File: src/hdl/chd_ram.sv
`default_nettype none
module chd_ram #(
  parameter int WIDTH = 8,
  parameter int DEPTH = 256
) (
  input  wire logic                     clk,
  input  wire logic                     we,
  input  wire logic [$clog2(DEPTH)-1:0] waddr,
  input  wire logic [WIDTH-1:0]         wdata,
  input  wire logic                     re,
  input  wire logic [$clog2(DEPTH)-1:0] raddr,
  output logic      [WIDTH-1:0]         rdata
);

  logic [WIDTH-1:0] mem [DEPTH];

  always_ff @(posedge clk) begin
    if (we) begin
      mem[waddr] <= wdata;
    end
    // read data holds while no read is issued
    if (re) begin
      rdata <= mem[raddr];
    end
  end

endmodule
`default_nettype wire

File: config.mk
export PLATFORM = sky130hd
export DESIGN_NAME = chd_ram
export DESIGN_NICKNAME = d
export VERILOG_FILES = /design/src/hdl/chd_ram.sv
export SDC_FILE = /design/constraint.sdc
export NUM_CORES = 2
export LEC_CHECK = 0
export BUFFER_PORTS_ARGS = -buffer_cell sky130_fd_sc_hd__buf_4
export CAP_MARGIN = 25
export CORE_MARGIN = 2
export CORE_UTILIZATION = 55
export CTS_CLUSTER_SIZE = 40
export DETAILED_ROUTE_END_ITERATION = 8
export PLACE_DENSITY = 0.73
export SLEW_MARGIN = 10
export SYNTH_ARGS = -nofsm -noshare
export SYNTH_HDL_FRONTEND = slang
export SYNTH_SLANG_ARGS = --single-unit
File: constraint.sdc
create_clock -name clk -period 3 [get_ports clk]
set_input_delay 0.9 -clock clk [delete_from_list [all_inputs] [get_ports clk]]
set_output_delay 0.9 -clock clk [all_outputs]
set_load 0.005 [all_outputs]
Word level (Yosys, flattened, before mapping)

Memory sizes are Yosys's and may differ from the RTL's. A register that Yosys moved wholly into a read port is not among the register bits.
Index checks and enable logic that the tools add are counted.
W data, S select, Z words.

Mux-type cells: 2

Operators with widths:

| cell    | count |
|---|---|
| $mux W1 | 2 |

Bits in registers: 0
Memory bits (writable): 2048
Output and inout port bits: 8
Memories kept: 1

Memory list:

| name | words | width | rd ports | clocked after Yosys merged registers in | write ports | line | RTL |
|---|---|---|---|---|---|---|---|
| mem  | 256   | 8     | 1        | 1                                       | 1           | 15   | `logic [WIDTH-1:0] mem [DEPTH];` |

Logic depth before layout (Yosys ltp)

Depth after elaboration: 2
Gate-level depth with buffers: 11
Mapped depth without buffers: 6

Least setup slack after synthesis

No wires, ideal clock.

Path type: in2reg
Start point: in raddr[0]
End point: reg rdata[2] (read register of mem) (data pin)
Library setup time: 0.269 ns
Arrival: 2.707 ns
Slack: 0.024 ns
Stages: 9
Path buffers: 4
Cells stage by stage: buf_6 buf_12 buf_8 buf_2 mux4_2 a22oi_1 a21oi_1 nor4_1 nor4_2

RTL lines:

| item        | line | RTL |
|---|---|---|
| from (decl) | 11   | `input wire logic [$clog2(DEPTH)-1:0] raddr,` |
| to (decl)   | 12   | `output logic [WIDTH-1:0] rdata` |

==> results.json <==
{
  "synthCells": 3733,
  "maxSlewViolCount": 0,
  "worstPathRequired_ns": 3.58,
  "grt_pass1_wl_um": 286400,
  "fin_ws_ns": 0.02177,
  "critPathTopFamily": "buffers and inverters",
  "crit_cells": 11,
  "p_leak_nw": 30.37,
  "finalHoldViolations": 0,
  "first_pass_iters": 6,
  "die_height_um": 384.5,
  "hold_start": "re",
  "cap_violations": 0,
  "tritoncts": "yes",
  "synth-seq-cells": 2056,
  "crit_path_start_kind": "input pin",
  "min_path_cells": 1,
  "cts.sinks": 2056,
  "cp_slowest_stage_delay_ns": 0.55,
  "clkTransAtPathRegs_ns": 0.06,
  "synth_seq_area_share_pct": 77.53,
  "synth_area_per_cell_um2": 21.33,
  "core_mm2": 0.1437,
  "wl_met3_um": 22310,
  "layout.nets": 4459,
  "synthArstFlopShare_pct": 0,
  "crit_slowest_cell": "mux4_2",
  "grt_pass1_vias": 41760,
  "synth_warnings": 0,
  "rsz0062_at_grt": "false",
  "io_pins": 35,
  "clk_latency_ns": 0.84,
  "cts_root_buffer": "clkbuf_16",
  "htree_levels": 4,
  "portBuffers": 34,
  "ant_nets": 0,
  "r2r.worst_path.cells": 6,
  "worstHoldEndpoint": "rdata[0]",
  "dieArea_mm2": 0.1479,
  "gp_congestion": 0.8939,
  "synth_area_mm2": 0.07964,
  "fmax_mhz": 335.8,
  "drtIter0Drc": 5618,
  "vias": 41690,
  "grt_usage_pct": 27.00,
  "drcViolationCount": 0,
  "reg2reg_slack_ns": 0.29,
  "start_util_pct": 55.44,
  "drt-vias-per-instance": 6.417,
  "crit_fanout": 18,
  "rr_endpoint": "rdata[2]",
  "r2r-start": "mem[66][2]",
  "top_layer_used": "met5",
  "ys.flop_type": "edfxtp_1",
  "power_density_mw_per_mm2": 629.8,
  "grt-ovfl-total": 0,
  "finalCritPeriodShare_pct": 99.27,
  "synth-edff-count": 2056,
  "route.met2.wl_um": 94990,
  "hold_class": "input pin to flop",
  "yosysUniqueCellTypes": 54,
  "drive_gt1_share_pct": 32.24,
  "core.rowCount": 139,
  "cp_common_cell": "buf_12",
  "worstMarginPinSlew_ns": 0.8148,
  "cts_made_buffers": 196,
  "critical_path_class": "input pin to flop",
  "die_w_um": 384.5,
  "clock_skew_ns": 0.03219,
  "crit_chain": "buf_8, buf_12, buf_12, buf_12, buf_4, mux4_2, a211oi_4, nor2_1, nor4_4, buf_4, nor4_2",
  "area_growth_pct": 17.37,
  "worstPathArrival_ns": 3.56,
  "final_area_mm2": 0.09347,
  "antenna_found_initial": 7,
  "slew_headroom_pct": 44.28,
  "syn_nets": 3760,
  "status": "finished clean",
  "timing.hold.ws_ns": 0.4510,
  "cp_num_buf_inv": 6,
  "finalWirelength_um": 196300,
  "setup_viol": 0,
  "crit_start": "raddr[0]",
  "place_hpwl_um": 126100,
  "placed_area_mm2": 0.08717,
  "fin_crit_ns": 2.978,
  "grt_max_degree": 88,
  "peakVddDrop_mv": 0.5244,
  "dp_slack_ns": -1.158,
  "wirelength_met1_um": 71840,
  "crit_path_end_kind": "flop",
  "wl_per_cell_um": 30.21,
  "cts_max_path_buffers": 3
}
-- metal layers --
layer  up-vias  global-route usage, %
met1     21620                  37.44
met4         6                  10.00
li1      17100                      -
met3       394                  6.085
met5         -                      0
met2      2578                  42.56
-- where the power goes --
part | internal [W] | leakage, nW | total [W] | switching, W
clock network | 0.0133 | 2.99 | 0.0238 | 0.0105
registers | 0.0317 | 18.5 | 0.0317 | 0.0000505
logic | 0.00136 | 8.90 | 0.00331 | 0.00195
total | 0.0464 | 30.4 | 0.0589 | 0.0125
-- synthesized netlist by cell type (3+ instances only) --
cell / n / area share [%]
edfxtp_1: 2056 / 78
nor4_2: 3 / 0.047
buf_12: 8 / 0.20
or2_2: 4 / 0.031
nand4_1: 10 / 0.079
clkbuf_1: 111 / 0.52
nand3_1: 34 / 0.21
mux2i_1: 134 / 1.7
mux4_2: 454 / 13
buf_4: 27 / 0.25
buf_2: 31 / 0.19
nor2_1: 282 / 1.3
nor3_1: 22 / 0.14
buf_1: 22 / 0.10
nand2_1: 33 / 0.16
a22o_1: 8 / 0.088
buf_8: 13 / 0.25
and2_1: 6 / 0.047
o32ai_1: 4 / 0.044
a22oi_1: 133 / 1.3
a21oi_1: 96 / 0.60
nand2b_1: 8 / 0.063
o21ai_0: 10 / 0.063
buf_6: 21 / 0.30
o211ai_1: 10 / 0.094
nor2b_1: 31 / 0.24
a211oi_1: 16 / 0.15
o22a_1: 5 / 0.055
o22ai_1: 28 / 0.22
o221ai_1: 46 / 0.51
nor4_1: 24 / 0.19
a221oi_1: 13 / 0.14
-- state kept, by name, indices dropped and copies added (netlist names) --
signal / flops
mem: 2048
rdata: 8
-- per-stage QoR --
step	utilization (%)	cells	TNS (ns)	power, W
CTS	65.01	6496	0	0.05906
detailed placement	60.68	6137	-7.028	0.03558
floorplan	-	3733	0	0.03385
global route	65.06	6496	0	0.06034
finish	65.06	6497	0	0.05887
global placement	60.67	6135	-8.269	0.03551
-- worst max path at each step --
stage	end	slack, ns
floorplan	rdata[2]	0.02
global placement	rdata[2]	-1.48
detailed placement	rdata[2]	-1.16
CTS	rdata[2]	0.007
global route	rdata[1]	0.02
finish	rdata[2]	0.02
-- final cells by class --
class,count,area [um^2]
inverters,2,7.507
clock inverters,109,999.7
well taps,1903,2381
flip-flops and latches,2056,61740
multi-input cells,1442,16600
fillers,9124,50190
diodes,1,2.502
clock buffers,250,5171
repair buffers,734,6569
-- kinds of logic (layout without fill, tap and decap cells) --
group                  Yosys count  in the layout  share of synthesized area [%]
and+or+nand+nor                466            466                          2.625
muxes                          591            591                          14.60
other                            0              1                              0
AOI/OAI and AO/OA              385            385                          3.416
buffers and inverters          235           1095                          1.829
DFF                           2056           2056                          77.53
-- cells in the final DEF (no fill, tap or decap), drive strengths merged, types with 27 or more instances in the layout --
cell type  Yosys  layout
nor2         282     282
mux2i        134     134
nand3         34      34
o22ai         28      28
nor4          27      27
nand2         33      33
buf          122     730
clkinv         1      88
a21oi         96      96
o221ai        47      47
clkbuf       111     254
a22oi        133     133
nor2b         31      31
edfxtp      2056    2056
mux4         456     456
-- repair_timing --
action | 4_1_cts | 5_1_grt
setup endpoints to repair | 5 | 4
pin swaps | 1 | 1
resized for setup | 7 | 15
buffers inserted | 0 | 0
hold buffers | 0 | 0
(Power assumes the default switching activity.)
